<file path="src/hw/rtl/fxa_pkg.sv">
// ----------------------------------------------------------------------------
// fxa_pkg: shared types and helpers for the fixed-point ALU
// Opcodes, status codes, request/response structs and the 32-bit saturator.
// ----------------------------------------------------------------------------
package fxa_pkg;

  typedef enum logic [3:0] {
    OP_ADD     = 4'd0,
    OP_SUB     = 4'd1,
    OP_MUL     = 4'd2,
    OP_DIV     = 4'd3,
    OP_GT      = 4'd4,
    OP_GE      = 4'd5,
    OP_LT      = 4'd6,
    OP_LE      = 4'd7,
    OP_EQ      = 4'd8,
    OP_NE      = 4'd9,
    OP_MIN     = 4'd10,
    OP_MAX     = 4'd11,
    OP_INC     = 4'd12,
    OP_DEC     = 4'd13,
    OP_TOINT   = 4'd14,
    OP_FROMINT = 4'd15
  } op_e;

  typedef enum logic [1:0] {
    ST_OK   = 2'd0,
    ST_OVF  = 2'd1,
    ST_DIVZ = 2'd2
  } status_e;

  // which back-end path finishes the request
  typedef enum logic [1:0] {
    K_SIMPLE = 2'd0,
    K_MUL    = 2'd1,
    K_DIV    = 2'd2
  } kind_e;

  typedef struct packed {
    logic [3:0]         mode;
    logic signed [31:0] operand_a;
    logic signed [31:0] operand_b;
  } req_t;

  typedef struct packed {
    logic signed [31:0] result;
    logic               compare_true;
    logic [1:0]         status;
  } rsp_t;

  // classified request, front to back
  typedef struct packed {
    op_e                op;
    kind_e              kind;
    logic               neg;
    logic signed [31:0] a;
    logic signed [31:0] b;
    logic [31:0]        mag_a;
    logic [31:0]        mag_b;
  } cls_t;

  // control carried down the back-end pipeline
  typedef struct packed {
    kind_e       kind;
    logic        neg;
    logic [31:0] dvs;
    rsp_t        rsp;
  } ctl_t;

  localparam int unsigned QDepth = 2;
  localparam int unsigned QPtrW  = 1;
  localparam int unsigned QCntW  = 2;

  localparam logic signed [63:0] RawMax = 64'sh0000_0000_7FFF_FFFF;
  localparam logic signed [63:0] RawMin = -64'sh0000_0000_8000_0000;

  function automatic rsp_t sat64(input logic signed [63:0] v);
    rsp_t r;
    r.compare_true = 1'b0;
    r.status       = ST_OK;
    if (v > RawMax) begin
      r.result = 32'sh7FFF_FFFF;
      r.status = ST_OVF;
    end else if (v < RawMin) begin
      r.result = 32'sh8000_0000;
      r.status = ST_OVF;
    end else begin
      r.result = v[31:0];
    end
    return r;
  endfunction

endpackage

</file>
<file path="src/hw/rtl/fxa_fifo.sv">
// ----------------------------------------------------------------------------
// fxa_fifo: short queue between front end and back end
// Register-based FIFO of classified requests.
// ----------------------------------------------------------------------------
module fxa_fifo (
  input  logic          clk_i,
  input  logic          rst_ni,
  input  logic          push_i,
  input  fxa_pkg::cls_t wdata_i,
  output logic          full_o,
  input  logic          pop_i,
  output fxa_pkg::cls_t rdata_o,
  output logic          empty_o
);

  fxa_pkg::cls_t                   mem_q [fxa_pkg::QDepth];
  logic [fxa_pkg::QPtrW-1:0]       wr_ptr_q, wr_ptr_d;
  logic [fxa_pkg::QPtrW-1:0]       rd_ptr_q, rd_ptr_d;
  logic [fxa_pkg::QCntW-1:0]       cnt_q, cnt_d;
  logic                            do_push, do_pop;

  assign full_o  = (cnt_q == fxa_pkg::QCntW'(fxa_pkg::QDepth));
  assign empty_o = (cnt_q == '0);
  assign do_push = push_i && !full_o;
  assign do_pop  = pop_i && !empty_o;
  assign rdata_o = mem_q[rd_ptr_q];

  always_comb begin
    wr_ptr_d = do_push ? wr_ptr_q + 1'b1 : wr_ptr_q;
    rd_ptr_d = do_pop ? rd_ptr_q + 1'b1 : rd_ptr_q;
    cnt_d    = cnt_q;
    if (do_push && !do_pop) begin
      cnt_d = cnt_q + 1'b1;
    end else if (do_pop && !do_push) begin
      cnt_d = cnt_q - 1'b1;
    end
  end

  always_ff @(posedge clk_i or negedge rst_ni) begin
    if (!rst_ni) begin
      wr_ptr_q <= '0;
      rd_ptr_q <= '0;
      cnt_q    <= '0;
    end else begin
      wr_ptr_q <= wr_ptr_d;
      rd_ptr_q <= rd_ptr_d;
      cnt_q    <= cnt_d;
    end
  end

  always_ff @(posedge clk_i) begin
    if (do_push) begin
      mem_q[wr_ptr_q] <= wdata_i;
    end
  end

endmodule

</file>
<file path="config.mk">
export PLATFORM = sky130hd
export DESIGN_NAME = fxa_fifo
export DESIGN_NICKNAME = d
export VERILOG_FILES = /design/src/hw/rtl/fxa_pkg.sv /design/src/hw/rtl/fxa_fifo.sv
export SDC_FILE = /design/constraint.sdc
export NUM_CORES = 1
export LEC_CHECK = 0
export ABC_AREA = 1
export BUFFER_PORTS_ARGS = -buffer_cell sky130_fd_sc_hd__buf_2
export CAP_MARGIN = 20
export CORE_UTILIZATION = 56
export DETAILED_ROUTE_END_ITERATION = 16
export HOLD_SLACK_MARGIN = 0.15
export PLACE_DENSITY = 0.88
export REMOVE_ABC_BUFFERS = 1
export SETUP_SLACK_MARGIN = 0.1
export SYNTH_ARGS = -nofsm -noshare
export SYNTH_HDL_FRONTEND = slang
export SYNTH_SLANG_ARGS = --single-unit
</file>
<file path="constraint.sdc">
create_clock -name clk_i -period 19.75 [get_ports clk_i]
set_input_delay 1.975 -clock clk_i [delete_from_list [all_inputs] [get_ports clk_i]]
set_output_delay 1.975 -clock clk_i [all_outputs]
set_load 0.05 [all_outputs]
</file>
# Word-level counts from Yosys, hierarchy flattened
# Memories as Yosys holds them, arrays and structs flattened.
# Index checks and enable logic that the tools add are counted.
# W data, S select, Z words.
# classes
add_sub_neg,4
n_eq_ne,1
mux,4
n_reduce_logical,10
# ops
cell,n
$logic_and A1 B1 Y1,4
$logic_not A1 Y1,4
$mux W2,2
$add A1 B1 Y1 const B,2
$add A2 B1 Y2 const B,1
$eq A2 B2 Y1 const B,1
$logic_not A2 Y1,1
$mux W1,2
$reduce_bool A2 Y1,1
$sub A2 B1 Y2 const B,1
# word_totals
regBits,4
out_inout_bits,137
in_bits,139
memories,1
word_cells,23
ramBits,270
# mem_list
name,words,word_bits,read_ports,rd_ports_with_merged_regs,wr,line,source
mem_q,2,135,1,0,1,fxa_fifo.sv:16,fxa_pkg::cls_t mem_q [fxa_pkg::QDepth];

# Longest topological paths before layout
# Gate-level depths: netlist of the first run.
# logic_depth
word_depth,7
mapped_depth,9
ltp_nobuf,9

# Worst setup path before layout of the first run
# Ideal clock, no wire load.
# synth_timing
path_type,input to register
startpoint,in push_i
endpoint,mem mem_q[1][0] (netlist bit) (enable)
slack_ns,11.431
path_stages,2
arrival_ns,7.688
setup_ns,0.631
required_ns,19.119
path_cell_list,o21ai_0 nor2_1
# synth_via
elab_chain_cells,3
# synth_rtl
element,line,source
start: declaration,fxa_fifo.sv:8,"input logic push_i,"
$logic_and A1 B1 Y1,fxa_fifo.sv:24,assign do_push = push_i && !full_o;
$mux W1,fxa_fifo.sv:52,if (do_push) begin
$mux W1 (implied by the code),fxa_fifo.sv:53,mem_q[wr_ptr_q] <= wdata_i;
end: declaration,fxa_fifo.sv:16,
# No other way between the ends.

==> results.toml, run 1 <==
[global_routing]
grt_use_total_pct = 22.1
grt_first_pass_wirelength_um = 30900
grt_max_degree = 88
overflow = 0
grt_pass1_vias = 6256
antenna_found_initial = 2

[clock_network]
cts_max_level = 1
clk_pin_slew_ns = 0.06
clock_latency_ns = 0.51
cts.sinks = 274
ctsResizeCount = 0
postCtsHoldBufs = 0
max-clock-path-buffers = 3
root_buffer = "clkbuf_16"
cts_setup_buffers = 0
cts_inserted_buffers = 27
cts_tree = "built"

[outcome]
status = "finished, final reports clean"

[worst_setup_path]
setup.worst_path.class = "reg2out"
required_ns = 17.77
cp.arrival_ns = 3.25
cp_max_fo = 87
cp-start-kind = "flop"
end_kind = "primary output"

[yosys]
yosysWarnings = 0
synthDistinctLibCells = 16
synth_area_sq_um = 10000
yosysSeqAreaShare_pct = 82.0
syn_avg_cell_area_sq_um = 13.6
synth_cells = 736
ys_ff_latch = 274

[timing]
min_period_ns = 5.23
fin_tns_setup_ns = 0
period_share_pct = 26.5
final_max_slew_viol_count = 0
finClkSkew_ns = 0.00907
tightest_slew_ns = 0.978
setup_viol = 0
grt_setup_unrepaired = "false"
slew_headroom_pct = 34.8
hold_viol_final = 0
max_clock_freq_mhz = 191

[place]
finalWeightedCongestion = 0.789
io_buffers = 275
dp_hpwl_um = 12900

[route]
drc = 0
route.vias.total = 6418
vias_per_cell = 5.08
drt-total-wl_um = 20800
drt_iter0_drc = 457
postRouteAntennaNets = 0
routedWlPerCell_um = 16.5
dr.pass1.iters = 6

[layout]
area_growth_syn_to_layout_pct = 25.0
finalNetCount = 1156
drive_gt1_share_pct = 31.1

[floorplan]
die_w_um = 136
core_sq_um = 17400
die_h_um = 136
ios = 276
start_util_pct = 57.7
row_count = 48
die_area_sq_um = 18400

[job]
maxCapViolCount = 0

[worst_hold_path]
hold_path_class = "reg2reg"
## cells by family after synthesis
family	synth area share (%)
AO/OA/AOI/OAI	0.100
buffers and inverters	1.80
adder cells (fa/ha/maj)	0.125
XOR/XNOR	0.0875
flip-flops	82.0
AND/OR/NAND/NOR	15.9
## worst paths after layout
kind | endpoint | depth (start not counted) | start | slack (ns)
max | rdata_o[128] | 5 | rd_ptr_q | 14.52
min | cnt_q[1] | 2 | cnt_q[1] | 0.53
max reg2reg | mem_q[0][12] | 6 | cnt_q[1] | 17.06
min reg2reg | cnt_q[1] | 2 | cnt_q[1] | 0.53
max in group asynchronous | rd_ptr_q | 1 | rst_ni | 18.34
min in group asynchronous | cnt_q[1] | 1 | rst_ni | 1.26
## Yosys cell counts
master	n	area share, %
buf_4	4	0.30
nand3b_1	1	0.075
nand2_1	414	16
clkbuf_1	9	0.34
nor2_1	4	0.15
dfrtp_1	4	1.0
o21ai_0	2	0.10
buf_2	15	0.75
xnor2_1	1	0.088
nand4_1	1	0.063
edfxtp_1	270	81
ha_1	1	0.13
inv_1	7	0.26
inv_2	1	0.037
nand3_1	1	0.050
buf_6	1	0.11
## cell type report
| class | count | area, sq um |
|---|---|---|
| timing repair buffer | 280 | 1410 |
| multi-input combinational | 425 | 1630 |
| clock inverter | 15 | 229 |
| clock buffer | 34 | 702 |
| tap | 225 | 282 |
| inverter | 8 | 37.5 |
| sequential | 274 | 8210 |
| antenna | 2 | 5.00 |
| fill | 1080 | 4850 |
## worst max-delay path, cell delays in order (launching register included)
cell     delay, ns
dfrtp_4       0.77
inv_4         0.52
buf_4         0.80
nand2_1       0.13
nand2_1       0.11
buf_2         0.27
## cells in the final DEF, fill, tap and decap left out
master and instances:
edfxtp_1 270, dfrtp_4 1, clkbuf_16 27, dfrtp_1 3, clkbuf_1 7, clkinv_2 3
nand2_1 414, buf_2 275, clkinvlp_4 1, nor2_4 1, nand4_1 1, nand3_1 1
diode_2 2, o21ai_0 2, bufinv_16 6, inv_4 1, clkinv_1 4, ha_1 1
nor2_1 3, inv_8 1, nand3b_1 1, inv_6 1, xnor2_1 1, inv_1 6
buf_4 5
## per-stage QoR
step	hold WS (ns)	instance area [sq um]	instances	worst slack, ns	util (%)
finish	0.526	12500	1263	14.52	72.1
global route	0.559	12500	1262	14.26	72.0
global placement	0.465	11600	1212	15.11	66.7
detailed placement	0.509	11600	1212	15.13	66.7
floorplan	0.449	9860	707	11.43	-
CTS	0.534	12500	1261	14.55	72.0
## registers in the layout, summed over array words and instances (netlist names)
name,flops
mem_q,270
cnt_q,2
rd_ptr_q,1
wr_ptr_q,1
## metal layers
| metal | vias up | wire length (um) | track usage (%) |
|---|---|---|---|
| met4 | 0 | 675 | 9.11 |
| met1 | 3039 | 7490 | 25.9 |
| met2 | 272 | 11100 | 39.0 |
| li1 | 3052 | - | - |
| met3 | 55 | 1590 | 5.20 |
| met5 | - | 0 | 0 |
Power of run 1 is left out: the tool's default activity adds up to more than one toggle a clock period on the data nets, which glitch-free logic cannot reach.
==> inputs of run 2 (changes only) <==
--- a/config.mk
+++ b/config.mk
@@ -5,13 +5,13 @@
 export SDC_FILE = /design/constraint.sdc
 export NUM_CORES = 1
 export LEC_CHECK = 0
-export ABC_AREA = 1
+export ABC_AREA = 0
 export BUFFER_PORTS_ARGS = -buffer_cell sky130_fd_sc_hd__buf_2
 export CAP_MARGIN = 20
-export CORE_UTILIZATION = 56
+export CORE_UTILIZATION = 52
 export DETAILED_ROUTE_END_ITERATION = 16
 export HOLD_SLACK_MARGIN = 0.15
-export PLACE_DENSITY = 0.88
+export PLACE_DENSITY = 0.82
 export REMOVE_ABC_BUFFERS = 1
 export SETUP_SLACK_MARGIN = 0.1
 export SYNTH_ARGS = -nofsm -noshare
==> constraint.sdc (replaced) <==
create_clock -name clk_i -period 4.9 [get_ports clk_i]
set_input_delay 0.49 -clock clk_i [delete_from_list [all_inputs] [get_ports clk_i]]
set_output_delay 0.49 -clock clk_i [all_outputs]
set_load 0.05 [all_outputs]
==> results.toml, run 2 <==
[worst_setup_path]
required_ns = 4.41
r2r-start = "cnt_q[0]"
cp_max_fo = 69
ff2ff_setup_slack_ns = 2.68
setup.worst_path.class = "reg2out"
cp.arrival_ns = 2.82
end_kind = "primary output"
r2r_cells = 4
cp-start-kind = "flop"
r2r-end = "mem_q[0][67]"

[route]
drt_iter0_drc = 242
drc = 0
routedWlPerCell_um = 18.6
dr.pass1.iters = 4
vias_per_cell = 4.96
postRouteAntennaNets = 0
route.vias.total = 5599
drt-total-wl_um = 21000

[yosys]
yosysWarnings = 0
syn_avg_cell_area_sq_um = 23.0
synth_top_cell_by_area = "edfxtp_1"
yosysTopAreaCellShare_pct = 80.4
synth_most_common_cell = "edfxtp_1"
ys_top_cells_by_count = "edfxtp_1 (270), mux2_2 (95), mux2_4 (40), buf_2 (9), buf_6 (6)"
synth_cells = 439
synth_area_sq_um = 10100
synthFlopType = "edfxtp_1"
yosysSeqAreaShare_pct = 81.4
ys_ff_latch = 274
synth_edf_count = 270
synthArstFlopShare_pct = 1.46
synthDistinctLibCells = 15
synth.area.top_cells = "edfxtp_1 (80%), mux2_2 (11%), mux2_4 (6.0%)"

[clock_network]
clk_pin_slew_ns = 0.06
ctsResizeCount = 0
cts_tree = "built"
max-clock-path-buffers = 3
clock_latency_ns = 0.53
cts_inserted_buffers = 28
root_buffer = "clkbuf_16"
cts.sinks = 274
cts_max_level = 1

[worst_hold_path]
worstHoldEndpoint = "mem_q[0][83]"
hold_path_class = "in2reg"
min_path_cells = 1
hold_start = "wdata_i[83]"

[layout]
area_growth_syn_to_layout_pct = 37.1
layout_common_cells = "buf_2 (275), edfxtp_1 (270), dlygate4sd3_1 (112)"
antenna_cells = 0
largest_reg_flops = 270
final_util_pct = 73.4
final_cell_area_sq_um = 13800
top_register = "mem_q"
finalNetCount = 988
fillCellCount = 1076
reg_top3 = "mem_q x270, cnt_q x2"
drive_gt1_share_pct = 53.0
layout_commonest_cell = "buf_2"
final-instance-count-excl-fill = 1129

[floorplan]
die_h_um = 141
die_w_um = 141
core_sq_um = 18800
die_area_sq_um = 20000
row_count = 50
start_util_pct = 53.6
ios = 276

[place]
place_inst = 965
finalWeightedCongestion = 0.714
placed_area_sq_um = 11800
io_buffers = 275
dp_slack_ns = 2.11
dp_hpwl_um = 12000

[timing]
max_clock_freq_mhz = 302
finClkSkew_ns = 0.00917
grt_setup_unrepaired = "false"
setup_ws_ns = 1.59
period_share_pct = 67.6
hold_viol_final = 0
tightest_slew_ns = 1.12
slew_headroom_pct = 25.6
fin_tns_setup_ns = 0
final_max_slew_viol_count = 0
setup_viol = 0
min_period_ns = 3.31

[global_routing]
overflow = 0
grt_max_degree = 82
grt_first_pass_wirelength_um = 30500
grt_use_total_pct = 19.9
grt_pass1_vias = 5897
antenna_found_initial = 1

[job]
maxCapViolCount = 0

[power]
leakage_nw = 5.37
p_per_area_nw_per_um2 = 680
peakVddDrop_mv = 0.497

[outcome]
status = "finished, final reports clean"
==> run 2: cell types whose count changed in the layout (fill, tap and decap cells not counted), sizes merged, moves of 2 or more <==
cell,change
mux2,+135
xor2,+2
dlygate4sd3,+112
inv,-5
buf,+2
bufinv,-2
clkinv,+5
xnor2,+2
diode,-2
nand2,-413
==> run 2: cell families (layout without fill, tap and decap cells) <==
kind of cell,count (synthesis),in the layout,share of synthesized area [%]
compound gates,1,1,0.0496
xor+xnor,5,5,0.434
fa+ha+maj,1,1,0.124
buf+inv,17,447,1.19
flops,274,274,81.4
mux,135,135,16.6
simple gates,6,6,0.273
==> run 2: timing repair <==
item | CTS | global route
setup buffers | 0 | 0
hold endpoints to repair | 184 | 36
hold buffers | 92 | 20
==> run 2: through the flow <==
step,power (mW),hold slack [ns]
after floorplan,6.57,0.194
after global placement,7.14,0.293
after detailed placement,7.23,0.302
after CTS,9.41,0.150
after global routing,9.73,0.149
final,9.40,0.165
==> run 2: power by group <==
group          total (mW)  internal, mW  leakage [nW]  switching (mW)
sequential           3.46          3.21          2.55           0.250
combinational        3.82          1.13          2.35            2.69
clock                2.12          1.29         0.461           0.838
==> run 2: worst max path at each step <==
stage,start,endpoint,cells past startpoint
after floorplan,cnt_q[0],mem_q[0][0],3
after global placement,rd_ptr_q,rdata_o[48],3
after detailed placement,rd_ptr_q,rdata_o[126],3
after CTS,rd_ptr_q,rdata_o[126],3
after global routing,rd_ptr_q,rdata_o[126],3
final,rd_ptr_q,rdata_o[48],3
==> run 2: cell type report <==
class / instances / area [sq um] / share of cell area, %
multi-input combinational: 148 / 1770 / 12.8
clock buffer: 33 / 741 / 5.36
inverter: 2 / 7.51 / 0.0543
sequential: 274 / 8210 / 59.4
timing repair buffer: 394 / 2580 / 18.7
tap: 260 / 325 / 2.35
clock inverter: 18 / 190 / 1.38
==> run 2: worst max-delay path, stage by stage, from the launching register on <==
cell     delay, ns
dfrtp_4       1.06
buf_4         0.59
mux2_2        0.40
buf_2         0.22
==> run 2: layer usage <==
metal  track usage (%)  share of wire, %
met5                 0             0.057
met4              6.75               2.6
met3              5.10               6.9
met2              37.1                54
met1              22.1                36
(Power assumes the default switching activity.)
