**src/hw/rtl/fxa_pkg.sv**
```systemverilog
// ----------------------------------------------------------------------------
// fxa_pkg: shared types and helpers for the fixed-point ALU
// Opcodes, status codes, request/response structs and the 32-bit saturator.
// ----------------------------------------------------------------------------
package fxa_pkg;

  typedef enum logic [3:0] {
    OP_ADD     = 4'd0,
    OP_SUB     = 4'd1,
    OP_MUL     = 4'd2,
    OP_DIV     = 4'd3,
    OP_GT      = 4'd4,
    OP_GE      = 4'd5,
    OP_LT      = 4'd6,
    OP_LE      = 4'd7,
    OP_EQ      = 4'd8,
    OP_NE      = 4'd9,
    OP_MIN     = 4'd10,
    OP_MAX     = 4'd11,
    OP_INC     = 4'd12,
    OP_DEC     = 4'd13,
    OP_TOINT   = 4'd14,
    OP_FROMINT = 4'd15
  } op_e;

  typedef enum logic [1:0] {
    ST_OK   = 2'd0,
    ST_OVF  = 2'd1,
    ST_DIVZ = 2'd2
  } status_e;

  // which back-end path finishes the request
  typedef enum logic [1:0] {
    K_SIMPLE = 2'd0,
    K_MUL    = 2'd1,
    K_DIV    = 2'd2
  } kind_e;

  typedef struct packed {
    logic [3:0]         mode;
    logic signed [31:0] operand_a;
    logic signed [31:0] operand_b;
  } req_t;

  typedef struct packed {
    logic signed [31:0] result;
    logic               compare_true;
    logic [1:0]         status;
  } rsp_t;

  // classified request, front to back
  typedef struct packed {
    op_e                op;
    kind_e              kind;
    logic               neg;
    logic signed [31:0] a;
    logic signed [31:0] b;
    logic [31:0]        mag_a;
    logic [31:0]        mag_b;
  } cls_t;

  // control carried down the back-end pipeline
  typedef struct packed {
    kind_e       kind;
    logic        neg;
    logic [31:0] dvs;
    rsp_t        rsp;
  } ctl_t;

  localparam int unsigned QDepth = 2;
  localparam int unsigned QPtrW  = 1;
  localparam int unsigned QCntW  = 2;

  localparam logic signed [63:0] RawMax = 64'sh0000_0000_7FFF_FFFF;
  localparam logic signed [63:0] RawMin = -64'sh0000_0000_8000_0000;

  function automatic rsp_t sat64(input logic signed [63:0] v);
    rsp_t r;
    r.compare_true = 1'b0;
    r.status       = ST_OK;
    if (v > RawMax) begin
      r.result = 32'sh7FFF_FFFF;
      r.status = ST_OVF;
    end else if (v < RawMin) begin
      r.result = 32'sh8000_0000;
      r.status = ST_OVF;
    end else begin
      r.result = v[31:0];
    end
    return r;
  endfunction

endpackage

```
**src/hw/rtl/fxa_front.sv**
```systemverilog
// ----------------------------------------------------------------------------
// fxa_front: request intake and classification
// Registers one request, decodes the opcode and precomputes magnitudes.
// ----------------------------------------------------------------------------
module fxa_front (
  input  logic          clk_i,
  input  logic          rst_ni,
  input  logic          push,
  output logic          full,
  input  fxa_pkg::req_t req_i,
  output logic          q_push_o,
  output fxa_pkg::cls_t q_item_o,
  input  logic          q_full_i
);

  logic          vld_q;
  fxa_pkg::cls_t item_q, item_d;
  logic          take;

  assign full     = vld_q && q_full_i;
  assign take     = push && !full;
  assign q_push_o = vld_q;
  assign q_item_o = item_q;

  always_comb begin
    item_d.op    = fxa_pkg::op_e'(req_i.mode);
    item_d.a     = req_i.operand_a;
    item_d.b     = req_i.operand_b;
    item_d.neg   = req_i.operand_a[31] ^ req_i.operand_b[31];
    item_d.mag_a = req_i.operand_a[31] ? 32'(-req_i.operand_a) : 32'(req_i.operand_a);
    item_d.mag_b = req_i.operand_b[31] ? 32'(-req_i.operand_b) : 32'(req_i.operand_b);
    item_d.kind  = fxa_pkg::K_SIMPLE;
    if (item_d.op == fxa_pkg::OP_MUL) begin
      item_d.kind = fxa_pkg::K_MUL;
    end else if (item_d.op == fxa_pkg::OP_DIV && req_i.operand_b != '0) begin
      // divide by zero is resolved up front, not in the divider
      item_d.kind = fxa_pkg::K_DIV;
    end
  end

  always_ff @(posedge clk_i or negedge rst_ni) begin
    if (!rst_ni) begin
      vld_q <= 1'b0;
    end else if (take) begin
      vld_q <= 1'b1;
    end else if (!q_full_i) begin
      vld_q <= 1'b0;
    end
  end

  always_ff @(posedge clk_i) begin
    if (take) begin
      item_q <= item_d;
    end
  end

endmodule

```
**config.mk**
```make
export PLATFORM = sky130hd
export DESIGN_NAME = fxa_front
export DESIGN_NICKNAME = d
export VERILOG_FILES = /design/src/hw/rtl/fxa_pkg.sv /design/src/hw/rtl/fxa_front.sv
export SDC_FILE = /design/constraint.sdc
export NUM_CORES = 1
export LEC_CHECK = 0
export ABC_AREA = 1
export ABC_CLOCK_PERIOD_IN_PS = 6900
export BUFFER_PORTS_ARGS = -buffer_cell sky130_fd_sc_hd__buf_2
export CORE_MARGIN = 5
export CORE_UTILIZATION = 46
export CTS_CLUSTER_SIZE = 10
export DETAILED_ROUTE_END_ITERATION = 10
export PLACE_DENSITY = 0.77
export SYNTH_ARGS = -nofsm -noshare
export SYNTH_HDL_FRONTEND = slang
export SYNTH_SLANG_ARGS = --single-unit
```
**constraint.sdc**
```tcl
create_clock -name clk_i -period 6.9 [get_ports clk_i]
set_clock_uncertainty 0.05 [all_clocks]
set_input_delay 0 -clock clk_i [delete_from_list [all_inputs] [get_ports clk_i]]
set_output_delay 0 -clock clk_i [all_outputs]
set_load 0.005 [all_outputs]
```
## Word level (Yosys, flattened, before mapping)

Cells that the tools add are included.

| word-level totals | value |
|---|---|
| register bits | 136 |
| output and inout bits | 137 |

| cells by class | value |
|---|---|
| add/sub/neg operators | 2 |
| eq/ne operators | 3 |
| mux-type cells | 5 |
| bitwise gates (word level) | 1 |
| reduce and logical (&&, ||, !) cells | 5 |

Operators by type and width:

| operator | count |
|---|---|
| $neg A32 Y32 | 2 |
| $mux W31 | 2 |
| $reduce_bool A32 Y1 | 1 |
| $eq A4 B2 Y1 const B | 2 |
| $logic_and A1 B1 Y1 | 3 |
| $mux W1 | 2 |
| $mux W2 | 1 |
| $ne A2 B1 Y1 const B | 1 |
| $logic_not A1 Y1 | 1 |
| $xor A1 B1 Y1 | 1 |

## Depth between registers and ports, before layout

Gate-level depths: netlist (run 1).

| depth | value |
|---|---|
| depth in word-level cells | 4 |
| gate-level depth with buffers | 9 |

## Worst setup path after synthesis (run 1)

No wires, ideal clock.

| timing path | value |
|---|---|
| path kind | register to register |
| start point | reg vld_q, in the netlist q_push_o |
| end point | reg item_q (netlist bit q_item_o[100]) (enable) |
| data arrival time | 6.064 ns |
| data required time | 6.222 ns |
| path slack | 0.158 ns |
| stages on the path, launching flop included | 4 |
| clock period less this slack | 6.742 ns |
| cells stage by stage | dfrtp_1 nand2_1 inv_1 nor2_1 |

| on the way | value |
|---|---|
| word-level cells in the longest chain between the ends | 3 |

Ends and longest elaborated chain:

| what | RTL line | source |
|---|---|---|
| start: declaration | fxa_front.sv:16 | `logic vld_q;` |
| start signal: assignment | fxa_front.sv:43 | `vld_q <= 1'b0;` |
| start signal: assignment | fxa_front.sv:45 | `vld_q <= 1'b1;` |
| start signal: assignment | fxa_front.sv:47 | `vld_q <= 1'b0;` |
| $logic_and A1 B1 Y1 | fxa_front.sv:20 | `assign full = vld_q && q_full_i;` |
| via full | fxa_front.sv:9 | `output logic full,` |
| $logic_not A1 Y1 | fxa_front.sv:21 | `assign take = push && !full;` |
| $logic_and A1 B1 Y1 | fxa_front.sv:21 |  |
| via take | fxa_front.sv:18 | `logic take;` |
| end signal: assignment | fxa_front.sv:53 | `item_q <= item_d;` |
| end: declaration | fxa_front.sv:17 | `fxa_pkg::cls_t item_q, item_d;` |

The timed path passes the listed nets, and every way through them passes these cells.
A chain may end at the register's enable or synchronous reset.

## Worst setup path in the final report (run 1)

| timing path | value |
|---|---|
| start point | reg vld_q, in the netlist q_push_o |
| end point | reg item_q (netlist bit q_item_o[82]) (enable) |

| on the way | value |
|---|---|
| word-level cells in the longest chain between the ends | 3 |

Ends and longest elaborated chain:

| what | RTL line |
|---|---|
| $logic_and A1 B1 Y1 | fxa_front.sv:20 |
| $logic_not A1 Y1 | fxa_front.sv:21 |
| $logic_and A1 B1 Y1 | fxa_front.sv:21 |
| via take | fxa_front.sv:18 |

The timed path passes the listed nets, and every way through them passes these cells.

==> results.json, run 1 <==
{
  "grt_pass1_vias": 5268,
  "ir_drop_v": 0.000197,
  "min_period_ps": 2520,
  "nFillCells": 1012,
  "synth_cell_types": 23,
  "finalCritPeriodShare": 0.366,
  "yosysSeqAreaShare": 0.653,
  "netlist_area_mm2": 0.00616,
  "dr.first_iter.drc_count": 392,
  "clock_path_buffers": 2,
  "wirelength_um": 16700,
  "maxCapViolCount": 0,
  "htreeDepth": 4,
  "hold_depth": 1,
  "grt_setup_unrepaired": "false",
  "drt_pass1_iterations": 5,
  "clk_latency_ps": 420,
  "vias_per_cell": 4.87,
  "path_clk_slew_ps": 60,
  "cts-root-buf": "clkbuf_16",
  "io_buffers": 208,
  "syn_avg_cell_area_um2": 10.4,
  "pre_cts_ws_ps": 4400,
  "drc_errors": 0,
  "path_common_cell": "buf_4",
  "cts_num_sinks": 134,
  "path_max_fanout": 80,
  "r2r_slack_ps": 4380,
  "grt-ovfl-total": 0,
  "worst_slew_pin_slew_ps": 1040,
  "hold_viol": 0,
  "cts_buffers": 17,
  "power_leakage_nw": 3.78,
  "tns_ps": 0,
  "r2r-start": "q_push_o$_DFFE_PN0P_",
  "dieArea_mm2": 0.0158,
  "fin_ws_ps": 4380,
  "synth_seq_cells": 134,
  "crit_path_end_kind": "register",
  "fin_cells": 1072,
  "wl_per_cell_um": 15.6,
  "cpPeakStageDelay_ps": 860,
  "grt_pass1_wl_um": 26200,
  "chipHeight_um": 126,
  "worstPathArrival_ps": 2510,
  "row_count": 42,
  "r2r_end": "q_item_o[82]$_DFFE_PP_",
  "place_inst": 970,
  "gp_congestion": 0.868,
  "vias": 5217,
  "syn_inst": 593,
  "area_growth_pct": 41.4,
  "maxClockFrequency_mhz": 396,
  "syn_nets": 669,
  "cts_setup_buffers": 0,
  "whs_ps": 119,
  "n_antenna_cell": 0,
  "worstPathCellList": "nand2_1 -> inv_1 -> nor2_4 -> buf_4 -> buf_4",
  "die_w_um": 126,
  "nets": 959,
  "hpwl_um": 11100,
  "grt_start_max_net_pins": 81,
  "cpMaxStageDelayCell": "buf_4",
  "finalSetupViolCount": 0,
  "finalMaxSlewViolations": 0,
  "start_util": 0.467,
  "slew_headroom": 0.307,
  "hold_class": "primary input to register",
  "status": "completed",
  "start_kind": "register",
  "drive_gt1_frac": 0.302,
  "antenna_found_initial": 0,
  "holdPathEnd": "q_item_o[127]$_DFFE_PP_",
  "yosysWarningCount": 0,
  "post-route-util": 0.660,
  "crit_required_ps": 6890,
  "crit_type": "register to register",
  "ant_nets": 0,
  "io_pins": 209,
  "hold_start": "req_i[63]",
  "worstRegToRegCells": 5,
  "cts_tree": "yes",
  "core_area_mm2": 0.0132,
  "power_density_mw_per_mm2": 251,
  "grt_usage": 0.212
}
where the power goes:
group / total, W / switching [W] / internal [W]
clock: 0.000963 / 0.000328 / 0.000636
sequential: 0.000973 / 0.0000128 / 0.000961
combinational: 0.000248 / 0.000142 / 0.000106
total: 0.00218 / 0.000483 / 0.00170
worst max-delay path by stage:
stage / from / endpoint / slack [ps]
2_1_floorplan: q_push_o$_DFFE_PN0P_ / q_item_o[100]$_DFFE_PP_ / 160
3_3_place_gp: q_push_o$_DFFE_PN0P_ / q_item_o[82]$_DFFE_PP_ / 4450
3_5_place_dp: q_push_o$_DFFE_PN0P_ / q_item_o[82]$_DFFE_PP_ / 4400
4_1_cts: q_push_o$_DFFE_PN0P_ / q_item_o[16]$_DFFE_PP_ / 4380
5_1_grt: q_push_o$_DFFE_PN0P_ / q_item_o[16]$_DFFE_PP_ / 4220
6_report: q_push_o$_DFFE_PN0P_ / q_item_o[82]$_DFFE_PP_ / 4380
stage by stage:
step	total power [W]	cell area, um2
6_report	0.00218	8710
2_1_floorplan	0.00110	6160
4_1_cts	0.00220	8710
3_3_place_gp	0.00120	7370
3_5_place_dp	0.00120	7370
5_1_grt	0.00227	8710
repair_timing:
item / in CTS / in global routing
endpoints found under the hold margin: 130 / 0
gates resized for setup: 0 / 0
hold buffers: 70 / 0
kinds of logic after synthesis:
| kind of cell | count (synthesis) | synth area share |
|---|---|---|
| AND/OR/NAND/NOR | 356 | 0.244 |
| flip-flops | 134 | 0.653 |
| XOR/XNOR | 29 | 0.0412 |
| AO/OA/AOI/OAI | 15 | 0.0144 |
| buffers and inverters | 55 | 0.0392 |
| adder cells (fa/ha/maj) | 4 | 0.00813 |
Yosys cell counts (all sizes together):
cell type | instances | share of area
a21o | 1 | 0.0012
a21oi | 3 | 0.0024
buf | 9 | 0.011
dfrtp | 1 | 0.0041
edfxtp | 133 | 0.65
ha | 4 | 0.0081
inv | 46 | 0.028
nand2 | 199 | 0.13
nand3 | 36 | 0.029
nand3b | 6 | 0.0073
nand4 | 4 | 0.0041
nor2 | 108 | 0.076
nor3 | 3 | 0.0024
o21ai | 11 | 0.011
xnor2 | 16 | 0.023
xor2 | 13 | 0.018
registers in the layout, indices dropped and copies added, names as in the netlist:
register,count
q_item_o,133
q_push_o,1
cells in the final DEF (no fill, tap or decap), types with 8 or more instances in the layout:
cell type,n
buf_2,208
clkbuf_16,17
dlygate4sd3_1,70
edfxtp_1,133
inv_1,45
nand2_1,189
nand2_2,10
nand3_1,36
nor2_1,90
nor2_2,13
o21ai_0,8
xnor2_1,16
xor2_1,13
final cells by class:
type                    instances  area, um2  share of cell area
flip-flops and latches        134       4020               0.461
multi-input cells             404       1910               0.219
repair buffers                280       1760               0.202
clock buffers                  17        425              0.0489
well taps                     176        220              0.0253
clock inverters                15        209              0.0240
inverters                      46        173              0.0198
worst max-delay path: cells and delay by family (launching register included):
family                 cells  cell delay (ps)
DFF                        1              370
buffers and inverters      3             1460
and+or+nand+nor            2              150
metal layers:
| metal | GRT usage | up-vias | routed length, um |
|---|---|---|---|
| met5 | 0 | - | 0 |
| met4 | 0.0899 | 0 | 495 |
| met3 | 0.0711 | 35 | 1550 |
| met2 | 0.385 | 255 | 8790 |
| met1 | 0.223 | 2389 | 5850 |
| li1 | - | 2538 | - |
Power figures use the tool's default switching activity.
==> run 2, diff against run 1 <==
--- a/config.mk
+++ b/config.mk
@@ -6,13 +6,13 @@
 export NUM_CORES = 1
 export LEC_CHECK = 0
 export ABC_AREA = 1
-export ABC_CLOCK_PERIOD_IN_PS = 6900
+export ABC_CLOCK_PERIOD_IN_PS = 2400
 export BUFFER_PORTS_ARGS = -buffer_cell sky130_fd_sc_hd__buf_2
 export CORE_MARGIN = 5
-export CORE_UTILIZATION = 46
+export CORE_UTILIZATION = 51
 export CTS_CLUSTER_SIZE = 10
 export DETAILED_ROUTE_END_ITERATION = 10
-export PLACE_DENSITY = 0.77
+export PLACE_DENSITY = 0.81
 export SYNTH_ARGS = -nofsm -noshare
 export SYNTH_HDL_FRONTEND = slang
 export SYNTH_SLANG_ARGS = --single-unit
==> constraint.sdc (replaced) <==
create_clock -name clk_i -period 2.4 [get_ports clk_i]
set_clock_uncertainty 0.05 [all_clocks]
set_input_delay 0 -clock clk_i [delete_from_list [all_inputs] [get_ports clk_i]]
set_output_delay 0 -clock clk_i [all_outputs]
set_load 0.005 [all_outputs]
==> results.json, run 2 (same netlist as run 1, synthesis figures left out) <==
{
  "status": "completed",
  "cts_buffers": 17,
  "row_count": 40,
  "wirelength_um": 17900,
  "cts.repair.resized": 0,
  "grt_setup_unrepaired": "false",
  "nets": 961,
  "cts_setup_buffers": 0,
  "critPathTopFamily": "buffers and inverters",
  "clk_latency_ps": 420,
  "finalMaxSlewViolations": 0,
  "crit_required_ps": 2520,
  "crit_buf_inv": 4,
  "core_area_mm2": 0.0119,
  "path_clk_slew_ps": 60,
  "power_leakage_nw": 3.79,
  "dieArea_mm2": 0.0144,
  "multi_input_area_mm2": 0.00191,
  "maxCapViolCount": 0,
  "worstPathCellList": "dlygate4sd3_1 -> buf_2 -> inv_1 -> ha_1 -> nand2_1 -> nand2_2 -> nand2_2 -> inv_2 -> nand3_1 -> nand2_1 -> nand2_1",
  "final_common_cell": "buf_2",
  "vias": 5308,
  "hold_class": "primary input to register",
  "grt_pass1_wl_um": 27700,
  "drt_pass1_iterations": 5,
  "drive_gt1_frac": 0.301,
  "finalCritPeriodShare": 0.645,
  "path_max_fanout": 6,
  "dr.first_iter.drc_count": 402,
  "fin_ws_ps": 852,
  "clock_path_buffers": 2,
  "drc_errors": 0,
  "cts_num_sinks": 134,
  "ir_drop_v": 0.000521,
  "pre_cts_ws_ps": 891,
  "cpMaxStageDelayCell": "dlygate4sd3_1",
  "io_pins": 209,
  "vias_per_cell": 5.08,
  "worstPathArrival_ps": 1670,
  "grt_pass1_vias": 5501,
  "path_common_cell": "nand2_1",
  "wl_per_cell_um": 17.1,
  "final_cell_mix": "buf_2 (208), nand2_1 (189), edfxtp_1 (133), nor2_1 (90), dlygate4sd3_1 (71)",
  "start_kind": "primary input",
  "ant_nets": 0,
  "nFillCells": 818,
  "grt-ovfl-total": 0,
  "io_buffers": 208,
  "cpPeakStageDelay_ps": 530,
  "hpwl_um": 11700,
  "start_util": 0.517,
  "maxClockFrequency_mhz": 646,
  "chipHeight_um": 120,
  "die_w_um": 120,
  "antenna_found_initial": 0,
  "min_period_ps": 1550,
  "htreeDepth": 4,
  "hold_viol": 0,
  "finalPower_w": 0.00629,
  "fin_cells": 1045,
  "cts_tree": "yes",
  "worst_slew_pin_slew_ps": 651,
  "register_area_mm2": 0.00402,
  "gp_congestion": 0.936,
  "area_growth_pct": 41.2,
  "slew_headroom": 0.566,
  "power_density_mw_per_mm2": 723,
  "cts-root-buf": "clkbuf_16",
  "grt_usage": 0.251,
  "final_area_mm2": 0.00870,
  "placed_area_mm2": 0.00737,
  "crit_type": "primary input to register",
  "finalSetupViolCount": 0,
  "n_antenna_cell": 0,
  "place_inst": 942,
  "crit_path_end_kind": "register",
  "grt_start_max_net_pins": 80,
  "largest_reg_flops": 133
}
==> run 2: routing by layer <==
metal / GRT usage / up-vias / part of all wire
met3: 0.0773 / 32 / 0.079
met2: 0.481 / 279 / 0.55
met1: 0.257 / 2457 / 0.35
met5: 0 / - / 0
met4: 0.0852 / 0 / 0.025
li1: - / 2540 / -
==> run 2: power breakdown <==
| part | total [W] | switching, W | internal (W) |
|---|---|---|---|
| registers | 0.00280 | 0.0000402 | 0.00276 |
| clock network | 0.00276 | 0.000937 | 0.00182 |
| logic | 0.000733 | 0.000419 | 0.000313 |
==> run 2: area by class of cell <==
class                      instances  share of cell area
clock buffer                      19              0.0498
clock inverter                    13              0.0213
inverter                          46              0.0199
multi-input combinational        404               0.219
sequential                       134               0.462
tap                              147              0.0211
timing repair buffer             282               0.207
==> run 2: repair_timing <==
| item | CTS | global route |
|---|---|---|
| endpoints found under the setup margin | 0 | 0 |
| hold buffers | 71 | 0 |
| endpoints found under the hold margin | 131 | 0 |
==> run 2: final timing paths <==
check	startpoint	to	slack, ps	depth (start not counted)
worst max register to register	q_push_o$_DFFE_PN0P_	q_item_o[18]$_DFFE_PP_	910	4
worst min register to register	q_push_o$_DFFE_PN0P_	q_item_o[64]$_DFFE_PP_	880	4
worst max-delay path	req_i[33]	q_item_o[52]$_DFFE_PP_	850	11
max in group asynchronous	rst_ni	q_push_o$_DFFE_PN0P_	1770	3
worst min-delay path	req_i[31]	q_item_o[95]$_DFFE_PP_	120	1
min in group asynchronous	rst_ni	q_push_o$_DFFE_PN0P_	410	3
==> run 2: through the flow <==
stage | util | hold slack (ps) | setup TNS [ps]
after floorplan | - | -346 | -71170
after global placement | 0.619 | -275 | 0
after detailed placement | 0.619 | -275 | 0
after CTS | 0.730 | 96.6 | 0
after global routing | 0.730 | 122 | 0
final | 0.730 | 116 | 0
==> run 3, diff against run 2 <==
--- a/config.mk
+++ b/config.mk
@@ -6,13 +6,13 @@
 export NUM_CORES = 1
 export LEC_CHECK = 0
 export ABC_AREA = 1
-export ABC_CLOCK_PERIOD_IN_PS = 2400
+export ABC_CLOCK_PERIOD_IN_PS = 1410
 export BUFFER_PORTS_ARGS = -buffer_cell sky130_fd_sc_hd__buf_2
 export CORE_MARGIN = 5
-export CORE_UTILIZATION = 51
+export CORE_UTILIZATION = 46
 export CTS_CLUSTER_SIZE = 10
 export DETAILED_ROUTE_END_ITERATION = 10
-export PLACE_DENSITY = 0.81
+export PLACE_DENSITY = 0.77
 export SYNTH_ARGS = -nofsm -noshare
 export SYNTH_HDL_FRONTEND = slang
 export SYNTH_SLANG_ARGS = --single-unit
==> constraint.sdc (replaced) <==
create_clock -name clk_i -period 1.41 [get_ports clk_i]
set_clock_uncertainty 0.05 [all_clocks]
set_input_delay 0 -clock clk_i [delete_from_list [all_inputs] [get_ports clk_i]]
set_output_delay 0 -clock clk_i [all_outputs]
set_load 0.005 [all_outputs]
==> results.json, run 3 (same netlist as run 1, synthesis figures left out) <==
{
  "hold_class": "primary input to register",
  "cts_num_sinks": 134,
  "final_cell_mix": "buf_2 (198), nand2_1 (181), edfxtp_1 (133), dlygate4sd3_1 (68), nor2_1 (59)",
  "io_pins": 209,
  "place_inst": 987,
  "cpMaxStageDelayCell": "dlygate4sd3_1",
  "clock_path_buffers": 2,
  "final_common_cell": "buf_2",
  "core_area_mm2": 0.0132,
  "pre_cts_ws_ps": 15.8,
  "start_kind": "primary input",
  "path_max_fanout": 4,
  "crit_type": "primary input to register",
  "vias": 5410,
  "drt_pass1_iterations": 7,
  "grt_usage": 0.216,
  "combPwrFrac": 0.138,
  "status": "finished with violations",
  "htreeDepth": 4,
  "worstPathCellList": "dlygate4sd3_1 -> buf_2 -> nor2_4 -> nand2_1 -> nor2_1 -> nand2_1 -> nand2_1 -> nand2_1 -> nand2_1 -> nand2_1",
  "io_buffers": 208,
  "maxClockFrequency_mhz": 703,
  "fin_ws_ps": -11.8,
  "finalCritPeriodShare": 1.01,
  "finalPower_w": 0.0102,
  "ant_nets": 0,
  "largest_reg_flops": 133,
  "pwr-share-clk": 0.395,
  "switchingPower_w": 0.00248,
  "drc_errors": 0,
  "whs_ps": 7.13,
  "cpPeakStageDelay_ps": 550,
  "n_antenna_cell": 0,
  "finalSetupViolCount": 1,
  "cts_tree": "yes",
  "wl_per_cell_um": 16.1,
  "cts_buffers": 17,
  "die_w_um": 126,
  "violations": "setup timing",
  "slew_headroom": 0.762,
  "post-route-util": 0.693,
  "ir_drop_v": 0.000791,
  "p_int_w": 0.00772,
  "finalMaxSlewViolations": 0,
  "area_growth_pct": 48.5,
  "path_common_cell": "nand2_1",
  "dieArea_mm2": 0.0158,
  "pwr-share-seq": 0.467,
  "vias_per_cell": 4.95,
  "switching_share": 0.243,
  "maxCapViolCount": 0,
  "r2r_slack_ps": 30,
  "row_count": 42,
  "antenna_found_initial": 0,
  "start_util": 0.467,
  "power_density_mw_per_mm2": 1120,
  "crit_required_ps": 1530,
  "grt_start_max_net_pins": 35,
  "hpwl_um": 12100,
  "min_period_ps": 1420,
  "worst_slew_pin_slew_ps": 357,
  "chipHeight_um": 126,
  "dr.first_iter.drc_count": 379,
  "wirelength_um": 17600,
  "grt_pass1_wl_um": 26800,
  "cts-root-buf": "clkbuf_16",
  "power_leakage_nw": 3.97,
  "nets": 981,
  "grt-ovfl-total": 0,
  "hold_viol": 0,
  "drive_gt1_frac": 0.361,
  "gp_congestion": 0.888,
  "clk_latency_ps": 420,
  "path_clk_slew_ps": 50,
  "fin_cells": 1094,
  "grt_pass1_vias": 5239,
  "worstPathArrival_ps": 1540,
  "crit_path_end_kind": "register"
}
[run 3: cell count changes in the layout (fill, tap and decap cells not counted), moves of 3 or more]
cell            previous run  this run
nor2_2                    13        30
nor2_1                    90        59
buf_4                      1        19
buf_2                    208       198
buf_12                     2         9
bufinv_16                  5         1
clkinvlp_4                 0         4
nand2_2                   10        17
nand2_1                  189       181
dlygate4sd3_1             71        68
nor2_4                     5        19
dlymetal6s4s_1             0         7
[run 3: repair_timing]
item | in CTS | in global routing
hold buffers | 74 | 1
buffers inserted | 0 | 9
setup endpoints to repair | 0 | 40
endpoints found under the hold margin | 133 | 1
resized for setup | 0 | 70
[run 3: area by class of cell]
class	instances	area [um2]
clock buffers	17	425
clock inverters	15	115
flip-flops and latches	134	4020
inverters	46	175
fillers	966	4050
repair buffers	302	2090
well taps	176	220
multi-input cells	404	2100
[run 3: stage by stage]
stage	cell area, um2	setup TNS [ps]
finish	9140	-11.8
global route	9140	-172
CTS	8890	0
detailed placement	7610	0
global placement	7610	0
floorplan	6170	-202840
[run 3: power groups by stage]
stage,Clock [W],Combinational (W),Sequential [W]
floorplan,0,0.000466,0.00488
global placement,0,0.00113,0.00483
detailed placement,0,0.00115,0.00484
CTS,0.00406,0.00132,0.00476
global route,0.00426,0.00153,0.00478
finish,0.00403,0.00141,0.00476
[run 3: metal layers]
| layer | part of all wire | GRT usage | up-vias |
|---|---|---|---|
| met2 | 0.53 | 0.393 | 283 |
| met3 | 0.097 | 0.0741 | 37 |
| met1 | 0.35 | 0.231 | 2509 |
| met4 | 0.024 | 0.0829 | 0 |
| li1 | - | - | 2581 |
| met5 | 0 | 0 | - |
[run 3: worst paths after layout]
kind | startpoint | endpoint | depth (start not counted)
worst max-delay path | req_i[7] | q_item_o[29]$_DFFE_PP_ | 10
worst min-delay path | req_i[35] | q_item_o[99]$_DFFE_PP_ | 1
worst max register to register | q_push_o$_DFFE_PN0P_ | q_item_o[81]$_DFFE_PP_ | 5
worst min register to register | q_push_o$_DFFE_PN0P_ | q_item_o[128]$_DFFE_PP_ | 4
max in group asynchronous | rst_ni | q_push_o$_DFFE_PN0P_ | 3
min in group asynchronous | rst_ni | q_push_o$_DFFE_PN0P_ | 3
[run 3: worst max-delay path, delay by kind of cell]
family / cells / cell delay [ps]
buf+inv: 2 / 730
simple gates: 8 / 820
